==> config.mk <==
export PLATFORM = sky130hd
export DESIGN_NAME = json_string_unescape_utf8_flat
export DESIGN_NICKNAME = d
export VERILOG_FILES = /design/src/sv/jsu_pkg.sv /design/src/sv/jsu_ifs.sv /design/src/sv/jsu_decode.sv /design/src/sv/jsu_result_buf.sv /design/src/sv/json_string_unescape_utf8.sv /design/src/flat_wrapper.sv
export SDC_FILE = /design/constraint.sdc
export NUM_CORES = 1
export LEC_CHECK = 0
export ABC_AREA = 1
export BUFFER_PORTS_ARGS = -buffer_cell sky130_fd_sc_hd__buf_2
export CORE_ASPECT_RATIO = 0.8
export CORE_MARGIN = 8
export CORE_UTILIZATION = 47
export CTS_CLUSTER_DIAMETER = 150
export DETAILED_ROUTE_END_ITERATION = 10
export PLACE_DENSITY_LB_ADDON = 0.25
export SLEW_MARGIN = 10
export SYNTH_ARGS = -nofsm -noshare
export SYNTH_HDL_FRONTEND = slang
export SYNTH_HIERARCHICAL = 1
export SYNTH_SLANG_ARGS = --single-unit
==> constraint.sdc <==
create_clock -name clk -period 3.8 [get_ports clk]
set_input_delay 0.38 -clock clk [delete_from_list [all_inputs] [get_ports clk]]
set_output_delay 0.38 -clock clk [all_outputs]
set_load 0.01 [all_outputs]
==> src/sv/jsu_pkg.sv <==
package jsu_pkg;

	localparam logic [2:0] MODE_IDLE = 3'd0;
	localparam logic [2:0] MODE_STR  = 3'd1;
	localparam logic [2:0] MODE_ESC  = 3'd2;
	localparam logic [2:0] MODE_HEX  = 3'd3;

	localparam logic [1:0] KIND_DATA = 2'd0;
	localparam logic [1:0] KIND_DONE = 2'd1;
	localparam logic [1:0] KIND_ERR  = 2'd2;

	localparam logic [1:0] ERR_NONE  = 2'd0;
	localparam logic [1:0] ERR_VALUE = 2'd1;
	localparam logic [1:0] ERR_END   = 2'd2;
	localparam logic [1:0] ERR_CODE  = 2'd3;

	localparam logic [7:0] DEL_BYTE  = 8'd127;
	localparam int         HEX_BASE  = 16;
	localparam int         HEX_BITS  = $clog2(HEX_BASE);
	localparam logic [3:0] HEX_ALPHA = 4'd10;

	localparam int GRP_SLOTS = 3;

	typedef struct packed {
		logic [1:0] kind;
		logic [7:0] out_byte;
		logic [1:0] error_code;
		logic       last;
	} res_t;

	typedef struct packed {
		logic [1:0] cnt;
		res_t [GRP_SLOTS-1:0] r;
	} res_grp_t;

	typedef struct packed {
		logic       ok;
		logic [3:0] val;
	} hex_t;

	function automatic hex_t hex_value(input logic [7:0] c);
		hex_t h;
		h.ok  = 1'b1;
		h.val = 4'd0;
		if (c >= "0" && c <= "9") begin
			h.val = 4'(c - "0");
		end else if (c >= "A" && c <= "F") begin
			h.val = 4'(c - "A") + HEX_ALPHA;
		end else if (c >= "a" && c <= "f") begin
			h.val = 4'(c - "a") + HEX_ALPHA;
		end else begin
			h.ok = 1'b0;
		end
		return h;
	endfunction

	function automatic res_t mk_res(input logic [1:0] kind, input logic [7:0] b,
		input logic [1:0] err);
		res_t r;
		r.kind       = kind;
		r.out_byte   = b;
		r.error_code = err;
		r.last       = 1'b0;
		return r;
	endfunction

endpackage

==> src/sv/jsu_ifs.sv <==
interface jsu_byte_if;
	logic       valid;
	logic       ready;
	logic [7:0] data_byte;
	logic       stream_end;

	modport source (output valid, output data_byte, output stream_end, input ready);
	modport sink (input valid, input data_byte, input stream_end, output ready);
endinterface

interface jsu_res_if;
	logic       valid;
	logic       ready;
	logic [1:0] kind;
	logic [7:0] out_byte;
	logic [1:0] error_code;
	logic       last;

	modport source (output valid, output kind, output out_byte, output error_code,
		output last, input ready);
	modport sink (input valid, input kind, input out_byte, input error_code,
		input last, output ready);
endinterface

==> src/sv/jsu_decode.sv <==
module jsu_decode (
	input  logic               clk,
	input  logic               arst_n,
	input  logic               step,
	input  logic [7:0]         data_byte,
	input  logic               stream_end,
	output jsu_pkg::res_grp_t  grp
);

	logic [2:0]  mode_q, mode_d;
	logic [1:0]  hex_count_q, hex_count_d;
	logic [15:0] code_accum_q, code_accum_d;

	jsu_pkg::hex_t h;
	logic [15:0]   cp;
	logic [7:0]    esc_byte;
	logic          esc_ok;

	assign h  = jsu_pkg::hex_value(data_byte);
	assign cp = {code_accum_q[15-jsu_pkg::HEX_BITS:0], h.val};

	always_comb begin
		esc_ok   = 1'b1;
		esc_byte = data_byte;
		case (data_byte)
			8'h22, 8'h5C, 8'h2F: esc_byte = data_byte;
			"b": esc_byte = 8'h08;
			"f": esc_byte = 8'h0C;
			"n": esc_byte = 8'h0A;
			"r": esc_byte = 8'h0D;
			"t": esc_byte = 8'h09;
			default: esc_ok = 1'b0;
		endcase
	end

	always_comb begin
		mode_d       = mode_q;
		hex_count_d  = hex_count_q;
		code_accum_d = code_accum_q;
		grp.cnt      = 2'd0;
		for (int i = 0; i < jsu_pkg::GRP_SLOTS; i++) begin
			grp.r[i] = '0;
		end

		if (stream_end) begin
			mode_d       = jsu_pkg::MODE_IDLE;
			hex_count_d  = 2'd0;
			code_accum_d = 16'd0;
			grp.cnt      = 2'd1;
			grp.r[0]     = jsu_pkg::mk_res(jsu_pkg::KIND_ERR, 8'd0, jsu_pkg::ERR_END);
		end else begin
			case (mode_q)
				jsu_pkg::MODE_STR: begin
					if (data_byte == 8'h22) begin
						mode_d   = jsu_pkg::MODE_IDLE;
						grp.cnt  = 2'd1;
						grp.r[0] = jsu_pkg::mk_res(jsu_pkg::KIND_DONE, 8'd0, jsu_pkg::ERR_NONE);
					end else if (data_byte == 8'h5C) begin
						mode_d = jsu_pkg::MODE_ESC;
					end else if (data_byte >= 8'h20 && data_byte != jsu_pkg::DEL_BYTE) begin
						grp.cnt  = 2'd1;
						grp.r[0] = jsu_pkg::mk_res(jsu_pkg::KIND_DATA, data_byte,
							jsu_pkg::ERR_NONE);
					end else begin
						mode_d       = jsu_pkg::MODE_IDLE;
						hex_count_d  = 2'd0;
						code_accum_d = 16'd0;
						grp.cnt      = 2'd1;
						grp.r[0]     = jsu_pkg::mk_res(jsu_pkg::KIND_ERR, 8'd0,
							jsu_pkg::ERR_VALUE);
					end
				end
				jsu_pkg::MODE_ESC: begin
					if (data_byte == "u") begin
						mode_d       = jsu_pkg::MODE_HEX;
						hex_count_d  = 2'd0;
						code_accum_d = 16'd0;
					end else if (esc_ok) begin
						mode_d   = jsu_pkg::MODE_STR;
						grp.cnt  = 2'd1;
						grp.r[0] = jsu_pkg::mk_res(jsu_pkg::KIND_DATA, esc_byte,
							jsu_pkg::ERR_NONE);
					end else begin
						mode_d       = jsu_pkg::MODE_IDLE;
						hex_count_d  = 2'd0;
						code_accum_d = 16'd0;
						grp.cnt      = 2'd1;
						grp.r[0]     = jsu_pkg::mk_res(jsu_pkg::KIND_ERR, 8'd0,
							jsu_pkg::ERR_VALUE);
					end
				end
				jsu_pkg::MODE_HEX: begin
					if (!h.ok) begin
						mode_d       = jsu_pkg::MODE_IDLE;
						hex_count_d  = 2'd0;
						code_accum_d = 16'd0;
						grp.cnt      = 2'd1;
						grp.r[0]     = jsu_pkg::mk_res(jsu_pkg::KIND_ERR, 8'd0,
							jsu_pkg::ERR_VALUE);
					end else if (hex_count_q != 2'd3) begin
						code_accum_d = cp;
						hex_count_d  = hex_count_q + 2'd1;
					end else begin
						hex_count_d  = 2'd0;
						code_accum_d = 16'd0;
						if (cp >= 16'hD800 && cp <= 16'hDFFF) begin
							mode_d   = jsu_pkg::MODE_IDLE;
							grp.cnt  = 2'd1;
							grp.r[0] = jsu_pkg::mk_res(jsu_pkg::KIND_ERR, 8'd0,
								jsu_pkg::ERR_CODE);
						end else begin
							mode_d = jsu_pkg::MODE_STR;
							if (cp < 16'h0080) begin
								grp.cnt  = 2'd1;
								grp.r[0] = jsu_pkg::mk_res(jsu_pkg::KIND_DATA, cp[7:0],
									jsu_pkg::ERR_NONE);
							end else if (cp < 16'h0800) begin
								grp.cnt  = 2'd2;
								grp.r[0] = jsu_pkg::mk_res(jsu_pkg::KIND_DATA,
									{3'b110, cp[10:6]}, jsu_pkg::ERR_NONE);
								grp.r[1] = jsu_pkg::mk_res(jsu_pkg::KIND_DATA,
									{2'b10, cp[5:0]}, jsu_pkg::ERR_NONE);
							end else begin
								grp.cnt  = 2'd3;
								grp.r[0] = jsu_pkg::mk_res(jsu_pkg::KIND_DATA,
									{4'b1110, cp[15:12]}, jsu_pkg::ERR_NONE);
								grp.r[1] = jsu_pkg::mk_res(jsu_pkg::KIND_DATA,
									{2'b10, cp[11:6]}, jsu_pkg::ERR_NONE);
								grp.r[2] = jsu_pkg::mk_res(jsu_pkg::KIND_DATA,
									{2'b10, cp[5:0]}, jsu_pkg::ERR_NONE);
							end
						end
					end
				end
				default: begin
					// idle, and any unused mode code behaves as idle
					mode_d = jsu_pkg::MODE_IDLE;
					if (data_byte == 8'h20 || data_byte == 8'h09 ||
						data_byte == 8'h0D || data_byte == 8'h0A) begin
						mode_d = jsu_pkg::MODE_IDLE;
					end else if (data_byte == 8'h22) begin
						mode_d = jsu_pkg::MODE_STR;
					end else begin
						hex_count_d  = 2'd0;
						code_accum_d = 16'd0;
						grp.cnt      = 2'd1;
						grp.r[0]     = jsu_pkg::mk_res(jsu_pkg::KIND_ERR, 8'd0,
							jsu_pkg::ERR_VALUE);
					end
				end
			endcase
		end

		// mark the final result of the word
		for (int i = 0; i < jsu_pkg::GRP_SLOTS; i++) begin
			grp.r[i].last = (grp.cnt == 2'(i + 1));
		end
	end

	always_ff @(posedge clk or negedge arst_n) begin
		if (!arst_n) begin
			mode_q       <= jsu_pkg::MODE_IDLE;
			hex_count_q  <= 2'd0;
			code_accum_q <= 16'd0;
		end else if (step) begin
			mode_q       <= mode_d;
			hex_count_q  <= hex_count_d;
			code_accum_q <= code_accum_d;
		end
	end

endmodule

==> src/sv/jsu_result_buf.sv <==
module jsu_result_buf (
	input  logic              clk,
	input  logic              arst_n,
	input  logic              load,
	input  jsu_pkg::res_grp_t grp,
	output logic              free,
	jsu_res_if.source         result
);

	jsu_pkg::res_grp_t grp_q;
	logic              grp_valid_q;
	logic [1:0]        idx_q;
	logic              at_last;
	jsu_pkg::res_t     cur;

	assign at_last = (idx_q == grp_q.cnt - 2'd1);
	assign free    = !grp_valid_q || (result.ready && at_last);

	always_comb begin
		case (idx_q)
			2'd0:    cur = grp_q.r[0];
			2'd1:    cur = grp_q.r[1];
			default: cur = grp_q.r[2];
		endcase
	end

	assign result.valid      = grp_valid_q;
	assign result.kind       = cur.kind;
	assign result.out_byte   = cur.out_byte;
	assign result.error_code = cur.error_code;
	assign result.last       = cur.last;

	always_ff @(posedge clk or negedge arst_n) begin
		if (!arst_n) begin
			grp_valid_q <= 1'b0;
			idx_q       <= 2'd0;
		end else if (load) begin
			grp_valid_q <= 1'b1;
			idx_q       <= 2'd0;
		end else if (grp_valid_q && result.ready) begin
			// advance through the group, drop it after its last word
			if (at_last) begin
				grp_valid_q <= 1'b0;
			end else begin
				idx_q <= idx_q + 2'd1;
			end
		end
	end

	always_ff @(posedge clk) begin
		if (load) begin
			grp_q <= grp;
		end
	end

endmodule

==> src/sv/json_string_unescape_utf8.sv <==
// JSON string literal unescaper.
// The stream channel takes one word per cycle: a raw byte of the literal, or an
// end marker (stream_end) that closes the stream. The result channel gives one
// word per decoded byte, a word for a completed string, or an error word; last
// marks the final word caused by one input word.
// A word is registered at the input and, once the result register is free,
// decoded into the result register, where its first result, if any, is valid.
// Throughput: one input word per cycle while each word causes at most one
// result and result.ready is high. A \uXXXX escape that expands to two or three
// UTF-8 bytes holds the result register until its last byte is taken, and the
// input waits behind it; the result register is the limit on rate.
// Words that cause no result (whitespace, an opening quote, a backslash, the
// first three hex digits) load nothing, but wait while a held group blocks.
// Reset: arst_n clears the input register, the result register and the decode
// state to idle, waiting for an opening quote.
// Stall: while result.ready is low the current result is held; an empty input
// register still takes one more word, then stream.ready drops until the last
// word of the held group is taken.
module json_string_unescape_utf8 (
	input  logic       clk,
	input  logic       arst_n,
	jsu_byte_if.sink   stream,
	jsu_res_if.source  result
);

	logic              valid_s1;
	logic [7:0]        data_s1;
	logic              end_s1;
	logic              step;
	logic              free;
	jsu_pkg::res_grp_t grp;

	assign step         = valid_s1 && free;
	assign stream.ready = !valid_s1 || step;

	always_ff @(posedge clk or negedge arst_n) begin
		if (!arst_n) begin
			valid_s1 <= 1'b0;
		end else if (stream.valid && stream.ready) begin
			valid_s1 <= 1'b1;
		end else if (step) begin
			valid_s1 <= 1'b0;
		end
	end

	always_ff @(posedge clk) begin
		if (stream.valid && stream.ready) begin
			data_s1 <= stream.data_byte;
			end_s1  <= stream.stream_end;
		end
	end

	jsu_decode u_decode (
		.clk        (clk),
		.arst_n     (arst_n),
		.step       (step),
		.data_byte  (data_s1),
		.stream_end (end_s1),
		.grp        (grp)
	);

	jsu_result_buf u_result_buf (
		.clk    (clk),
		.arst_n (arst_n),
		.load   (step && grp.cnt != 2'd0),
		.grp    (grp),
		.free   (free),
		.result (result)
	);

endmodule

==> src/flat_wrapper.sv <==
// flat-port wrapper written by rule: the top's interface ports become plain ports
module json_string_unescape_utf8_flat 
  (clk, arst_n, stream_valid, stream_data_byte, stream_stream_end, stream_ready, result_valid, result_kind, result_out_byte, result_error_code, result_last, result_ready);
  jsu_byte_if stream_i ();
  jsu_res_if result_i ();
  input  logic clk;
  input  logic arst_n;
  input wire logic [$bits(stream_i.valid)-1:0] stream_valid;
  input wire logic [$bits(stream_i.data_byte)-1:0] stream_data_byte;
  input wire logic [$bits(stream_i.stream_end)-1:0] stream_stream_end;
  output wire logic [$bits(stream_i.ready)-1:0] stream_ready;
  output wire logic [$bits(result_i.valid)-1:0] result_valid;
  output wire logic [$bits(result_i.kind)-1:0] result_kind;
  output wire logic [$bits(result_i.out_byte)-1:0] result_out_byte;
  output wire logic [$bits(result_i.error_code)-1:0] result_error_code;
  output wire logic [$bits(result_i.last)-1:0] result_last;
  input wire logic [$bits(result_i.ready)-1:0] result_ready;
  assign stream_i.valid = stream_valid;
  assign stream_i.data_byte = stream_data_byte;
  assign stream_i.stream_end = stream_stream_end;
  assign stream_ready = stream_i.ready;
  assign result_valid = result_i.valid;
  assign result_kind = result_i.kind;
  assign result_out_byte = result_i.out_byte;
  assign result_error_code = result_i.error_code;
  assign result_last = result_i.last;
  assign result_i.ready = result_ready;
  json_string_unescape_utf8 u_core (.clk(clk), .arst_n(arst_n), .stream(stream_i), .result(result_i));
endmodule
==> results of run 1 <==
==> per-layer routing <==
metal,vias up,global-route usage (%),share of wire [%]
li1,1707,-,-
met1,1616,24.33,48
met2,125,27.12,44
met3,16,3.648,6.1
met4,0,5.487,1.4
met5,-,0,0
==> cell type report <==
cell class	instances	share of cell area, %
sequential	70	43.50
multi-input combinational	373	40.57
inverter	53	4.323
timing repair buffer	30	3.752
tap	112	3.045
clock buffer	10	2.773
clock inverter	6	2.039
==> synth_stat cells (3+ instances only) <==
cell type / instances / area, sq um
a21oi_1: 10 / 50.05
a22oi_1: 4 / 30.03
a22oi_2: 10 / 125.1
a31oi_1: 3 / 18.77
buf_4: 12 / 90.09
buf_6: 3 / 33.78
clkbuf_1: 3 / 11.26
dfrtp_1: 20 / 500.5
edfxtp_1: 50 / 1501
ha_1: 7 / 87.58
inv_1: 48 / 180.2
inv_2: 5 / 18.77
nand2_1: 158 / 593.1
nand2_2: 11 / 68.82
nand2_4: 5 / 56.30
nand3_1: 44 / 220.2
nand3_2: 3 / 30.03
nand4_1: 11 / 68.82
nor2_1: 62 / 232.7
nor2_2: 3 / 18.77
nor2_4: 4 / 45.04
nor3_1: 7 / 35.03
o21ai_0: 12 / 60.06
==> state kept, by name (all words and copies together) (netlist names) <==
signal / cells
u_core/end_s1: 1
u_core/u_result_buf/result.valid: 1
u_core/u_decode/code_accum_q: 12
u_core/u_result_buf/grp_q: 41
u_core/valid_s1: 1
u_core/data_s1: 8
u_core/u_result_buf/idx_q: 2
u_core/u_decode/hex_count_q: 2
u_core/u_decode/mode_q: 2
==> layout by cell type, fill, tap and decap left out, types with 10 or more instances in the layout <==
cell type  synthesis  final
nand2_1          158    158
nor2_1            62     61
edfxtp_1          50     50
inv_1             48     48
nand3_1           44     44
buf_2              2     27
dfrtp_1           20     20
o21ai_0           12     12
nand4_1           11     11
nand2_2           11     11
a21oi_1           10     10
conb_1             1     10
a22oi_2           10     10
==> final timing paths <==
path	from	to	cells past startpoint
setup reg to reg	u_core/data_s1[0]$_DFFE_PP_	u_core/u_result_buf/idx_q[1]$_DFFE_PN0P_	17
min in group asynchronous	arst_n	u_core/u_decode/code_accum_q[7]$_DFFE_PN0P_	2
hold / removal	stream_data_byte[0]	u_core/data_s1[0]$_DFFE_PP_	1
max in group asynchronous	arst_n	u_core/u_decode/code_accum_q[5]$_DFFE_PN0P_	2
hold reg to reg	u_core/u_decode/hex_count_q[1]$_DFFE_PN0P_	u_core/u_decode/hex_count_q[1]$_DFFE_PN0P_	2
setup / recovery	u_core/data_s1[0]$_DFFE_PP_	u_core/u_result_buf/idx_q[1]$_DFFE_PN0P_	17
==> through the flow <==
step	utilization [%]	setup WS, ns	instance area, sq um	std cells	hold slack, ns
final	53.77	0.7445	4602	654	0.2053
after global routing	53.77	0.3231	4602	654	0.1944
after detailed placement	51.07	0.7761	4370	637	0.3760
after CTS	53.77	0.7707	4602	654	0.1915
after global placement	51.07	0.9429	4370	637	0.3699
after floorplan	-	0.3301	4215	517	0.08441
==> power by group <==
part	internal, mW	switching (mW)	leakage, nW	total [mW]
combinational	0.321	0.637	1.26	0.959
sequential	1.05	0.105	0.746	1.16
clock	0.374	0.302	0.107	0.676
==> critical path, cell delays in order (launching register included) <==
cell	delay [ns]
edfxtp_1	0.52
inv_1	0.19
ha_1	0.24
inv_1	0.09
nand3_1	0.11
nand2_1	0.15
nand2_2	0.15
nand2_2	0.09
nor2_4	0.19
nand2_1	0.16
nor2_1	0.19
nor2_1	0.10
nor2_4	0.10
buf_12	0.24
inv_2	0.10
nand2_1	0.14
nand4_1	0.13
nand2_1	0.09
==> logic make-up (layout without fill, tap and decap cells) <==
group / Yosys count / in the layout
AO/OA/AOI/OAI: 42 / 42
adder cells (fa/ha/maj): 7 / 7
buffers and inverters: 74 / 99
flip-flops: 70 / 70
other: 1 / 10
AND/OR/NAND/NOR: 314 / 314
==> impl_metrics.json, run 1 <==
{
  "status": "finished clean",
  "die_area_sq_um": 12180,
  "yosys.area_share.simple_pct": 34.10,
  "syn_inst": 508,
  "synth-seq-area-share_pct": 47.90,
  "vias_per_cell": 5.297,
  "fillers": 809,
  "synth_xor_area_share_pct": 0,
  "clock-root-buffer": "clkbuf_8",
  "clock_latency_ns": 0.35,
  "grt_pass1_wl_um": 16990,
  "worstSetupStartpointType": "flop",
  "post_cts_buffers": 0,
  "grt-ovfl-total": 0,
  "endpoint_kind": "flop",
  "synth_top_family_by_area": "simple AND/OR/NAND/NOR gates",
  "dr.pass1.iters": 5,
  "timing.fmax_mhz": 327.3,
  "muxShareOfSynthArea_pct": 0,
  "clock_path_buffers": 2,
  "place_hpwl_um": 7636,
  "peakVddDrop_mv": 0.2894,
  "ctsHoldBuffers": 1,
  "synth_compound_area_share_pct": 7.395,
  "worstMarginPinSlew_ns": 0.9204,
  "drive_above_1_share_pct": 16.61,
  "cts_sinks": 70,
  "ant_nets": 0,
  "post-route-period-util_pct": 80.41,
  "ys_seq_elements": 70,
  "tritoncts": "built",
  "diodes": 0,
  "place_congestion": 0.9413,
  "crit_fanout": 42,
  "htreeDepth": 3,
  "die_w_um": 121.4,
  "rows": 30,
  "clock_skew_ns": 0.008626,
  "cp_data_required_time_ns": 4.09,
  "syn-cell-area_sq_um": 4179,
  "via_count": 3464,
  "totalWireLength_um": 10240,
  "initial_core_util_pct": 48.83,
  "areaGrowthSynthToFinish_pct": 10.12,
  "slew_headroom_pct": 38.64,
  "synth.avg_cell_area_sq_um": 8.226,
  "regToRegSetupSlack_ns": 0.74,
  "wl_per_cell_um": 15.66,
  "hp-class": "in2reg",
  "rsz0062_at_grt": "no",
  "port_buffers": 27,
  "criticalPathCategory": "reg2reg",
  "synthArstFlopShare_pct": 28.57,
  "grt_pass1_vias": 3344,
  "synth_fa_ha_area_share_pct": 2.096,
  "leakage_nw": 2.108,
  "clkTransAtPathRegs_ns": 0.08,
  "fin_nets": 557,
  "core_sq_um": 8558,
  "setup-tns-final_ns": 0,
  "synthDistinctLibCells": 33,
  "numCtsBuffers": 9,
  "ys.flop_type": "edfxtp_1",
  "synth-edff-count": 50,
  "ys_warn_count": 6,
  "antenna_found_initial": 0,
  "max_cap_violations": 0,
  "finalCriticalPeriod_ns": 3.055,
  "cp.arrival_ns": 3.34,
  "drt_iter0_drc": 377,
  "seqCellArea_sq_um": 2002,
  "power.density_nw_per_um2": 606.7,
  "die_y_um": 100.3,
  "ioPinCount": 28,
  "finalMaxSlewViolations": 0,
  "hold_violations": 0,
  "cts.repair.resized": 0,
  "grt_start_max_net_pins": 43,
  "globalRouteTotalUtil_pct": 17.66,
  "multi_input_area_sq_um": 1867,
  "setup_viol": 0,
  "drc_errors": 0,
  "p_total_mw": 2.792
}
No activity file was read; power rests on OpenSTA's default activity.
==> run 2, diff against run 1 <==
==> constraint.sdc (replaced) <==
create_clock -name clk -period 2.8 [get_ports clk]
set_input_delay 0.28 -clock clk [delete_from_list [all_inputs] [get_ports clk]]
set_output_delay 0.28 -clock clk [all_outputs]
set_load 0.01 [all_outputs]
==> impl_metrics.json, run 2 (synthesis results as in run 1) <==
{
  "status": "finished clean",
  "drive_above_1_share_pct": 20.76,
  "finalMaxSlewViolations": 0,
  "clock-root-buffer": "clkbuf_8",
  "dr.pass1.iters": 5,
  "globalRouteTotalUtil_pct": 18.04,
  "grt_pass1_vias": 3401,
  "antenna_found_initial": 0,
  "final_common_cell": "nand2_1",
  "max_cap_violations": 0,
  "place_hpwl_um": 8261,
  "worstSetupStartpointType": "flop",
  "grt_pass1_wl_um": 17210,
  "place_congestion": 0.9190,
  "dp_slack_ns": 0.2508,
  "drt_iter0_drc": 429,
  "die_y_um": 100.3,
  "htreeDepth": 3,
  "vias_per_cell": 5.327,
  "ioPinCount": 28,
  "cp.arrival_ns": 2.60,
  "timing.fmax_mhz": 390.6,
  "fin_nets": 569,
  "hp-class": "in2reg",
  "r2r-start": "u_core/data_s1[1]$_DFFE_PP_",
  "wl_per_cell_um": 15.86,
  "endpoint_kind": "flop",
  "worstMarginPinSlew_ns": 0.7527,
  "grt_use_met1_pct": 24.32,
  "grtUsageMet2_pct": 29.02,
  "startpoint": "u_core/data_s1[1]$_DFFE_PP_",
  "hold_violations": 0,
  "die_area_sq_um": 12180,
  "rows": 30,
  "clock_latency_ns": 0.34,
  "totalWireLength_um": 10560,
  "tritoncts": "built",
  "leakage_nw": 2.163,
  "peakVddDrop_mv": 0.5382,
  "via_count": 3548,
  "setup-tns-final_ns": 0,
  "core_sq_um": 8558,
  "slew_headroom_pct": 49.82,
  "post-route-period-util_pct": 91.44,
  "ant_nets": 0,
  "areaGrowthSynthToFinish_pct": 12.37,
  "globalRoute.busiestLayer": "met2",
  "rsz0062_at_grt": "no",
  "setup_viol": 0,
  "initial_core_util_pct": 48.83,
  "die_w_um": 121.4,
  "clock_path_buffers": 2,
  "grt_start_max_net_pins": 28,
  "finalCriticalPeriod_ns": 2.560,
  "top_regs": "u_core/u_result_buf/grp_q (41), u_core/u_decode/code_accum_q (12), u_core/data_s1 (8)",
  "numCtsBuffers": 9,
  "fillers": 824,
  "drc_errors": 0,
  "clock_skew_ns": 0.009974,
  "grt-ovfl-total": 0,
  "port_buffers": 27,
  "cp_data_required_time_ns": 2.84,
  "diodes": 0,
  "criticalPathCategory": "reg2reg",
  "crit_fanout": 13,
  "regMostFlops": "u_core/u_result_buf/grp_q",
  "fin_ws_ns": 0.2398,
  "grt.met3_usage_pct": 3.199,
  "worstHoldStart": "stream_data_byte[4]",
  "largest_register_ffs": 41,
  "cts_sinks": 70,
  "power.density_nw_per_um2": 782.3,
  "mostFrequentLayoutCells": "nand2_1 (155), nor2_1 (59), edfxtp_1 (50)",
  "clkTransAtPathRegs_ns": 0.08
}
## run 2: where the power goes
part | total (mW) | switching [mW] | leakage, nW | internal (mW)
Clock | 0.727 | 0.407 | 0.0860 | 0.320
Combinational | 1.40 | 0.904 | 1.33 | 0.494
Sequential | 1.55 | 0.121 | 0.746 | 1.43
## run 2: worst paths after layout
kind	end	slack (ns)	cells past startpoint
setup / recovery	u_core/u_result_buf/grp_q[1]$_DFFE_PP_	0.24	13
hold / removal	u_core/data_s1[4]$_DFFE_PP_	0.11	1
setup reg to reg	u_core/u_result_buf/grp_q[1]$_DFFE_PP_	0.24	13
hold reg to reg	u_core/u_decode/hex_count_q[1]$_DFFE_PN0P_	0.48	2
max in group asynchronous	u_core/u_result_buf/idx_q[1]$_DFFE_PN0P_	2.00	2
min in group asynchronous	u_core/u_decode/code_accum_q[2]$_DFFE_PN0P_	0.43	2
## run 2: cell type report
type                    count  area (sq um)  area share [%]
multi-input cells         373          1924           40.98
clock inverters             6         40.04          0.8527
flip-flops and latches     70          2002           42.63
clock buffers              10         127.6           2.718
repair buffers             42         262.8           5.596
inverters                  53         198.9           4.237
well taps                 112         140.1           2.984
## run 2: critical path: stages, from the launching register on
cell and delay [ns]:
edfxtp_1 0.51, inv_2 0.13, ha_2 0.19, inv_2 0.05, nand3_2 0.08, nand3_2 0.13, nand2_4 0.13, nand2_4 0.07
nor2_4 0.21, nand2_2 0.13, nor2_4 0.15, nor2_2 0.06, nor2_4 0.17, buf_4 0.24
## run 2: through the flow
step | hold slack [ns] | utilization (%) | instance area [sq um] | total power, mW | instances
floorplan | -0.01559 | - | 4278 | 2.524 | 517
global placement | 0.2771 | 52.79 | 4518 | 2.955 | 649
detailed placement | 0.2852 | 52.79 | 4518 | 2.990 | 649
CTS | 0.09015 | 54.87 | 4696 | 3.723 | 666
global route | 0.09585 | 54.87 | 4696 | 3.900 | 666
finish | 0.1094 | 54.87 | 4696 | 3.673 | 666
## run 2: timing repair
action,CTS,global route
endpoints found under the setup margin,0,0
buffers inserted,0,0
hold endpoints to repair,20,0
hold buffers,1,0
resized for setup,0,0
## run 2: routing by layer
metal	part of all wire (%)	up-vias
met5	0	-
met1	46	1671
met2	46	132
met3	6.4	13
li1	-	1732
met4	1.2	0
